--- src/hdl/fdc_pkg.sv ---
// ----------------------------------------------------------------------------
// fdc_pkg
// Shared widths, constants and the coefficient table of the FIR filter with
// block DC offset removal.
// ----------------------------------------------------------------------------
`default_nettype none

package fdc_pkg;

    localparam int TAPS          = 21;
    localparam int TAP_IDX_W     = (TAPS > 1) ? $clog2(TAPS) : 1;
    localparam int SAMPLE_W      = 12;
    localparam int FRAC_BITS     = 8;
    // raw*256 - offset, signed
    localparam int ENTRY_W       = SAMPLE_W + FRAC_BITS + 1;
    localparam int COEF_W        = 16;
    localparam int PROD_W        = ENTRY_W + COEF_W;
    localparam int ACC_W         = PROD_W + 1;
    localparam int ACC_FRAC_BITS = 23;
    localparam int OUT_W         = 16;
    localparam int WHOLE_W       = ACC_W - ACC_FRAC_BITS + 2;

    localparam int BLOCK_LEN     = 256;
    localparam int BCOUNT_W      = $clog2(BLOCK_LEN);
    localparam int BSUM_W        = SAMPLE_W + BCOUNT_W;
    localparam int OFFSET_W      = SAMPLE_W + FRAC_BITS;

    typedef logic signed [ENTRY_W-1:0] entry_t;
    typedef logic signed [COEF_W-1:0]  coef_t;

    typedef struct packed {
        logic clear;   // start of a new request, zero the accumulator
        logic mul_en;  // a tap is presented this cycle
    } mac_ctrl_t;

    // Q1.15 coefficients; taps beyond the table read as zero
    function automatic coef_t coef_at(input logic [TAP_IDX_W-1:0] idx);
        coef_t c;
        case (32'(idx))
            0:       c = -16'sd60;
            1:       c = -16'sd168;
            2:       c = -16'sd272;
            3:       c = -16'sd246;
            4:       c = 16'sd94;
            5:       c = 16'sd728;
            6:       c = 16'sd1466;
            7:       c = 16'sd1947;
            8:       c = 16'sd1784;
            9:       c = 16'sd748;
            10:      c = -16'sd946;
            11:      c = -16'sd2627;
            12:      c = -16'sd3514;
            13:      c = -16'sd3032;
            14:      c = -16'sd1174;
            15:      c = 16'sd1512;
            16:      c = 16'sd3941;
            17:      c = 16'sd4989;
            18:      c = 16'sd3941;
            19:      c = 16'sd1512;
            20:      c = -16'sd1174;
            default: c = '0;
        endcase
        return c;
    endfunction

endpackage

`default_nettype wire

--- src/hdl/fdc_cell.sv ---
// ----------------------------------------------------------------------------
// fdc_cell
// One delay line entry; takes its neighbor's value when enabled.
// ----------------------------------------------------------------------------
`default_nettype none

module fdc_cell (
    input  wire logic               aclk,
    input  wire logic               aresetn,
    input  wire logic               en,
    input  wire fdc_pkg::entry_t    d_in,
    output fdc_pkg::entry_t         d_out
);

    fdc_pkg::entry_t data_reg;

    always_ff @(posedge aclk) begin
        if (!aresetn) begin
            data_reg <= '0;
        end else if (en) begin
            data_reg <= d_in;
        end
    end

    assign d_out = data_reg;

endmodule

`default_nettype wire

--- src/hdl/fdc_mac.sv ---
// ----------------------------------------------------------------------------
// fdc_mac
// Multiply-accumulate over the taps presented one per cycle, with final
// truncation toward zero and 16-bit saturation.
// ----------------------------------------------------------------------------
`default_nettype none

module fdc_mac (
    input  wire logic                           aclk,
    input  wire logic                           aresetn,
    input  wire fdc_pkg::mac_ctrl_t             ctrl,
    input  wire fdc_pkg::entry_t                tap_data,
    input  wire fdc_pkg::coef_t                 coef,
    output logic signed [fdc_pkg::OUT_W-1:0]    result
);

    logic signed [fdc_pkg::PROD_W-1:0]  prod_reg;
    logic                               prod_valid_reg;
    logic signed [fdc_pkg::ACC_W-1:0]   acc_reg;
    logic signed [fdc_pkg::WHOLE_W-1:0] whole;
    logic                               frac_nz;

    always_ff @(posedge aclk) begin
        prod_reg <= fdc_pkg::PROD_W'(tap_data) * fdc_pkg::PROD_W'(coef);
    end

    always_ff @(posedge aclk) begin
        if (!aresetn) begin
            prod_valid_reg <= 1'b0;
            acc_reg        <= '0;
        end else begin
            prod_valid_reg <= ctrl.mul_en;
            if (ctrl.clear) begin
                acc_reg <= '0;
            end else if (prod_valid_reg) begin
                acc_reg <= acc_reg + fdc_pkg::ACC_W'(prod_reg);
            end
        end
    end

    // divide by 2^23 toward zero: floor shift, plus one for negative inexact
    assign frac_nz = |acc_reg[fdc_pkg::ACC_FRAC_BITS-1:0];

    always_comb begin
        whole = fdc_pkg::WHOLE_W'(acc_reg >>> fdc_pkg::ACC_FRAC_BITS);
        if (acc_reg[fdc_pkg::ACC_W-1] && frac_nz) begin
            whole = whole + fdc_pkg::WHOLE_W'(1);
        end
        if (whole > fdc_pkg::WHOLE_W'(32767)) begin
            result = 16'sh7FFF;
        end else if (whole < -fdc_pkg::WHOLE_W'(32768)) begin
            result = -16'sh8000;
        end else begin
            result = whole[fdc_pkg::OUT_W-1:0];
        end
    end

endmodule

`default_nettype wire

--- src/hdl/fir_filter_block_dc_removal.sv ---
// ----------------------------------------------------------------------------
// fir_filter_block_dc_removal
// 21-tap FIR low-pass on 12-bit converter samples with block DC removal.
//
// Input channel s_*: one unsigned raw sample per request. The current DC
// offset is subtracted and the difference enters a chain of delay cells.
// Output channel m_*: one filtered signed 16-bit sample per request, with
// m_block_done set on the sample that closes a block of 256; from the next
// sample on, the offset is the mean of that block.
// Each request takes in the input sample, then the chain rotates once per
// cycle past a single multiply-accumulate unit, one tap a cycle, then the
// last accumulate is done and the output register is loaded. s_ready is high
// only while no sample is in work.
// The result sits in an output register, so the next request is taken while
// it waits; if the receiver stalls longer, the finished sum holds until the
// output register frees up.
// Reset (aresetn, synchronous, active low) zeroes the delay line, offset and
// block counters and empties the output register.
// ----------------------------------------------------------------------------
`default_nettype none

module fir_filter_block_dc_removal (
    input  wire logic                               aclk,
    input  wire logic                               aresetn,
    input  wire logic                               s_valid,
    output logic                                    s_ready,
    input  wire logic [fdc_pkg::SAMPLE_W-1:0]       s_raw_sample,
    output logic                                    m_valid,
    input  wire logic                               m_ready,
    output logic signed [fdc_pkg::OUT_W-1:0]        m_filtered_sample,
    output logic                                    m_block_done
);

    localparam logic [1:0] ST_IDLE  = 2'd0;
    localparam logic [1:0] ST_MAC   = 2'd1;
    localparam logic [1:0] ST_DRAIN = 2'd2;
    localparam logic [1:0] ST_DONE  = 2'd3;

    logic [1:0]                         state_reg, state_next;
    logic [fdc_pkg::TAP_IDX_W-1:0]      tap_cnt_reg;
    logic [fdc_pkg::OFFSET_W-1:0]       offset_reg;
    logic [fdc_pkg::BSUM_W-1:0]         bsum_reg;
    logic [fdc_pkg::BCOUNT_W-1:0]       bcount_reg;
    logic                               done_pend_reg;
    logic                               m_valid_reg;
    logic signed [fdc_pkg::OUT_W-1:0]   filt_reg;
    logic                               done_out_reg;

    logic                               accept;
    logic                               rotate;
    logic                               out_load;
    logic                               block_end;
    logic [fdc_pkg::BSUM_W-1:0]         bsum_next;
    fdc_pkg::entry_t                    new_entry;
    fdc_pkg::entry_t                    cell_q [fdc_pkg::TAPS];
    fdc_pkg::entry_t                    cell_d [fdc_pkg::TAPS];
    fdc_pkg::mac_ctrl_t                 mac_ctrl;
    logic signed [fdc_pkg::OUT_W-1:0]   mac_result;
    logic [fdc_pkg::TAP_IDX_W-1:0]      coef_idx;

    assign s_ready  = (state_reg == ST_IDLE);
    assign accept   = s_valid && s_ready;
    assign rotate   = (state_reg == ST_MAC);
    assign out_load = (state_reg == ST_DONE) && (!m_valid_reg || m_ready);

    assign new_entry = $signed({1'b0, s_raw_sample, fdc_pkg::FRAC_BITS'(0)})
                     - $signed({1'b0, offset_reg});

    // cell 0 takes the new entry on a request, the last cell while rotating
    assign cell_d[0] = rotate ? cell_q[fdc_pkg::TAPS-1] : new_entry;

    for (genvar i = 0; i < fdc_pkg::TAPS; i++) begin : g_cell
        if (i > 0) begin : g_link
            assign cell_d[i] = cell_q[i-1];
        end
        fdc_cell u_cell (
            .aclk    (aclk),
            .aresetn (aresetn),
            .en      (accept || rotate),
            .d_in    (cell_d[i]),
            .d_out   (cell_q[i])
        );
    end

    // after k rotations the last cell holds tap TAPS-1-k
    assign coef_idx = fdc_pkg::TAP_IDX_W'(fdc_pkg::TAPS - 1) - tap_cnt_reg;

    assign mac_ctrl.clear  = accept;
    assign mac_ctrl.mul_en = rotate;

    fdc_mac u_mac (
        .aclk     (aclk),
        .aresetn  (aresetn),
        .ctrl     (mac_ctrl),
        .tap_data (cell_q[fdc_pkg::TAPS-1]),
        .coef     (fdc_pkg::coef_at(coef_idx)),
        .result   (mac_result)
    );

    always_comb begin
        state_next = state_reg;
        unique case (state_reg)
            ST_IDLE: begin
                if (accept) begin
                    state_next = ST_MAC;
                end
            end
            ST_MAC: begin
                if (tap_cnt_reg == fdc_pkg::TAP_IDX_W'(fdc_pkg::TAPS - 1)) begin
                    state_next = ST_DRAIN;
                end
            end
            ST_DRAIN: begin
                state_next = ST_DONE;
            end
            ST_DONE: begin
                if (out_load) begin
                    state_next = ST_IDLE;
                end
            end
            default: begin
                state_next = ST_IDLE;
            end
        endcase
    end

    assign block_end = (bcount_reg == fdc_pkg::BCOUNT_W'(fdc_pkg::BLOCK_LEN - 1));
    assign bsum_next = bsum_reg + fdc_pkg::BSUM_W'(s_raw_sample);

    always_ff @(posedge aclk) begin
        if (!aresetn) begin
            state_reg     <= ST_IDLE;
            tap_cnt_reg   <= '0;
            offset_reg    <= '0;
            bsum_reg      <= '0;
            bcount_reg    <= '0;
            done_pend_reg <= 1'b0;
            m_valid_reg   <= 1'b0;
        end else begin
            state_reg <= state_next;
            if (accept) begin
                tap_cnt_reg   <= '0;
                done_pend_reg <= block_end;
                if (block_end) begin
                    offset_reg <= fdc_pkg::OFFSET_W'(
                        {bsum_next, fdc_pkg::FRAC_BITS'(0)} / fdc_pkg::BLOCK_LEN);
                    bsum_reg   <= '0;
                    bcount_reg <= '0;
                end else begin
                    bsum_reg   <= bsum_next;
                    bcount_reg <= bcount_reg + fdc_pkg::BCOUNT_W'(1);
                end
            end else if (rotate) begin
                tap_cnt_reg <= tap_cnt_reg + fdc_pkg::TAP_IDX_W'(1);
            end
            if (out_load) begin
                m_valid_reg <= 1'b1;
            end else if (m_ready) begin
                m_valid_reg <= 1'b0;
            end
        end
    end

    always_ff @(posedge aclk) begin
        if (out_load) begin
            filt_reg     <= mac_result;
            done_out_reg <= done_pend_reg;
        end
    end

    assign m_valid           = m_valid_reg;
    assign m_filtered_sample = filt_reg;
    assign m_block_done      = done_out_reg;

endmodule

`default_nettype wire
--- config.mk ---
export PLATFORM = sky130hd
export DESIGN_NAME = fir_filter_block_dc_removal
export DESIGN_NICKNAME = d
export VERILOG_FILES = /design/src/hdl/fdc_pkg.sv /design/src/hdl/fdc_cell.sv /design/src/hdl/fdc_mac.sv /design/src/hdl/fir_filter_block_dc_removal.sv
export SDC_FILE = /design/constraint.sdc
export NUM_CORES = 2
export LEC_CHECK = 0
export ABC_AREA = 1
export BUFFER_PORTS_ARGS = -buffer_cell sky130_fd_sc_hd__buf_2
export CAP_MARGIN = 20
export CORE_MARGIN = 5
export CORE_UTILIZATION = 41
export DETAILED_ROUTE_END_ITERATION = 8
export MAX_ROUTING_LAYER = met4
export PLACE_DENSITY_LB_ADDON = 0.05
export SYNTH_ARGS = -nofsm -noshare
export SYNTH_HDL_FRONTEND = slang
export SYNTH_SLANG_ARGS = --single-unit
--- constraint.sdc ---
create_clock -name aclk -period 6.7 [get_ports aclk]
set_clock_uncertainty 0.05 [all_clocks]
set_input_delay 1.34 -clock aclk [delete_from_list [all_inputs] [get_ports aclk]]
set_output_delay 1.34 -clock aclk [all_outputs]
set_load 0.02 [all_outputs]
==> flow_metrics.py <==
metrics = {
    "grt": {
        "use_met3_pct": 2.82,
        "grt_pass1_vias": 30300,
        "grt_max_degree": 276,
        "busiest_layer": "met2",
        "use_met2_pct": 34.0,
        "grt_pass1_wl_um": 166000,
        "met1_usage_pct": 29.4,
        "grt_usage_pct": 21.4,
        "overflow": 0,
        "antenna_found_initial": 1,
    },
    "critical_path": {
        "crit_end": "u_mac.prod_reg[36]",
        "critPathRequiredTime_ps": 7170,
        "critPathMaxStageDelay_ps": 520,
        "crit_slowest_cell": "fa_1",
        "rrSetupSlack_ps": -20,
        "path_depth": 34,
        "path_buf_inv": 13,
        "cp_top_family": "adder cells",
        "reg2reg_depth": 34,
        "crit_type": "reg -> reg",
        "critPathArrivalTime_ps": 7190,
        "cp-end-kind": "register",
        "r2r_start": "tap_cnt_reg[1]",
        "r2r_end": "u_mac.prod_reg[36]",
        "path_max_fanout": 10,
        "crit_start": "tap_cnt_reg[1]",
        "crit_top_cell": "inv_1",
        "critPathLaunchType": "register",
    },
    "outcome": {
        "status": "complete, but fails checks",
        "violations": "setup timing",
    },
    "finish": {
        "multi_input_area_sq_um": 22700,
        "drive_above_1_share_pct": 12.2,
        "n_antenna_cell": 0,
        "regArea_sq_um": 12000,
        "layout.nets": 5681,
        "fin_cells": 6400,
        "synthToLayoutAreaGrowth_pct": 16.8,
        "largest_reg_flops": 441,
        "nFillCells": 9252,
    },
    "route": {
        "wl_per_cell_um": 16.2,
        "drt_wl_total_um": 103000,
        "drtAntennaViolNets": 0,
        "viasPerCell": 4.85,
        "firstDrtPassIters": 7,
        "drt_iter0_markers": 1921,
        "drc": 0,
        "num_vias": 31100,
    },
    "timing": {
        "maxSlewHeadroom_pct": 28.6,
        "min_period_over_period_pct": 100,
        "setup_viol": 1,
        "fmax_mhz": 149,
        "grt_setup_unrepaired": "true",
        "hold_viol_final": 0,
        "worst_pin_slew_ps": 1070,
        "slew_violations": 0,
        "fin_tns_setup_ps": -24.0,
        "fin_ws_ps": -24.0,
        "fin_crit_ps": 6720,
    },
    "synthesis": {
        "synth_nets": 5508,
        "syn_area_sq_um": 37700,
        "ys_ff_latch": 591,
        "ys.flop_type": "dfxtp_1",
        "yosysSeqAreaShare_pct": 31.9,
        "synth.most_common_cell": "nor2_1",
        "yosys_warnings": 0,
        "synth.avg_cell_area_sq_um": 7.54,
        "ys_top_cells_by_count": "nor2_1 (1129), inv_1 (713), nand2_1 (645)",
        "synthTopCellsByArea": "dfxtp_1 (31%), fa_1 (18%), nor2_1 (11%)",
        "synthCells": 4992,
        "synth_top_area_cell": "dfxtp_1",
        "synth.distinct_cells": 54,
        "synth_edf_count": 17,
        "async_reset_ff_share_pct": 0,
        "synth_top_area_share_pct": 30.5,
    },
    "placement": {
        "gp_congestion": 0.919,
        "hpwl_um": 77900,
        "dpl.cell_count": 6249,
        "dpl_worst_slack_ps": -805,
        "io_buffers": 34,
    },
    "hold_path": {
        "min_path_type": "reg -> reg",
    },
    "clock_tree": {
        "insertion_delay_ps": 640,
        "tritoncts": "done",
        "cts_root_buf": "clkbuf_16",
        "cts_buffers": 70,
        "clk_path_buf_depth": 3,
        "clock_sinks": 591,
        "clkTransAtPathRegs_ps": 60,
        "cts_htree_levels": 3,
    },
    "floorplanning": {
        "die_w_um": 313,
        "die_y_um": 313,
        "coreArea_sq_um": 91400,
        "start_util_pct": 41.2,
        "rows": 111,
        "pin_count": 35,
        "fp.dieArea_sq_um": 98000,
    },
    "run": {
        "maxCapViolations": 0,
    },
}
==> layout make-up <==
| class | count | area share [%] |
|---|---|---|
| Clock buffer | 98 | 4.59 |
| Clock inverter | 23 | 0.836 |
| Timing Repair inverter | 1 | 0.0142 |
| Inverter | 743 | 6.48 |
| Sequential cell | 591 | 27.3 |
| Tap cell | 1186 | 3.37 |
| Multi-Input combinational cell | 3442 | 51.6 |
| Timing Repair Buffer | 316 | 5.79 |
==> what timing repair did <==
item	in CTS	in global routing
setup endpoints to repair	24	25
pin swaps	20	42
gates cloned	0	2
resized for setup	89	110
buffers inserted	14	14
hold buffers	0	0
==> layer usage <==
| layer | vias to the layer above | share of wire, % |
|---|---|---|
| met4 | 0 | 2.2 |
| li1 | 15900 | - |
| met3 | 121 | 3.7 |
| met1 | 14600 | 48 |
| met5 | - | 0 |
| met2 | 466 | 46 |
==> logic make-up (layout without fill, tap and decap cells) <==
logic type | Yosys count | in the layout | synth area share, %
DFF | 591 | 591 | 31.9
adders and majority gates | 500 | 500 | 23.2
buffers and inverters | 959 | 1181 | 9.82
xor gates and xnor gates | 78 | 78 | 1.83
AOI/OAI and AO/OA | 838 | 838 | 11.8
and+or+nand+nor | 2026 | 2026 | 21.4
==> worst min path at each step <==
stage | start | end | slack [ps] | cells after the start
floorplan | done_pend_reg | m_block_done | 350 | 0
global placement | done_pend_reg | m_block_done | 390 | 0
detailed placement | done_pend_reg | m_block_done | 390 | 0
CTS | done_pend_reg | m_block_done | 410 | 0
global route | done_pend_reg | m_block_done | 410 | 0
finish | done_pend_reg | m_block_done | 400 | 0
==> per-stage QoR <==
step | hold slack, ps | utilization [%] | cell area, sq um
finish | 397 | 48.1 | 44000
global route | 415 | 48.1 | 44000
CTS | 406 | 47.4 | 43300
detailed placement | 389 | 44.3 | 40500
global placement | 395 | 44.3 | 40500
floorplan | 353 | - | 37700
==> cells in the final DEF (no fill, tap or decap), types with 18 or more instances in the layout <==
cell type	instances
a21o_1	18
a21oi_1	158
a21oi_2	23
buf_2	33
buf_4	252
clkbuf_16	71
dfxtp_1	572
fa_1	323
ha_1	149
ha_4	19
inv_1	709
nand2_1	626
nand2_2	42
nand3_1	112
nand4_1	41
nor2_1	1100
nor2_2	28
nor3_1	25
o21ai_0	543
o21bai_1	19
xnor2_1	19
xor2_1	57
==> worst reg2reg max path: cells and delay by family, from the launching register on <==
family | cells | cell delay [ps]
fa+ha+maj | 7 | 3250
simple gates | 12 | 1380
buf+inv | 13 | 1210
compound gates | 2 | 400
flops | 1 | 340
Power is not shown: default switching activity piles up to over one toggle a cycle in this logic, so the estimate is an artifact.
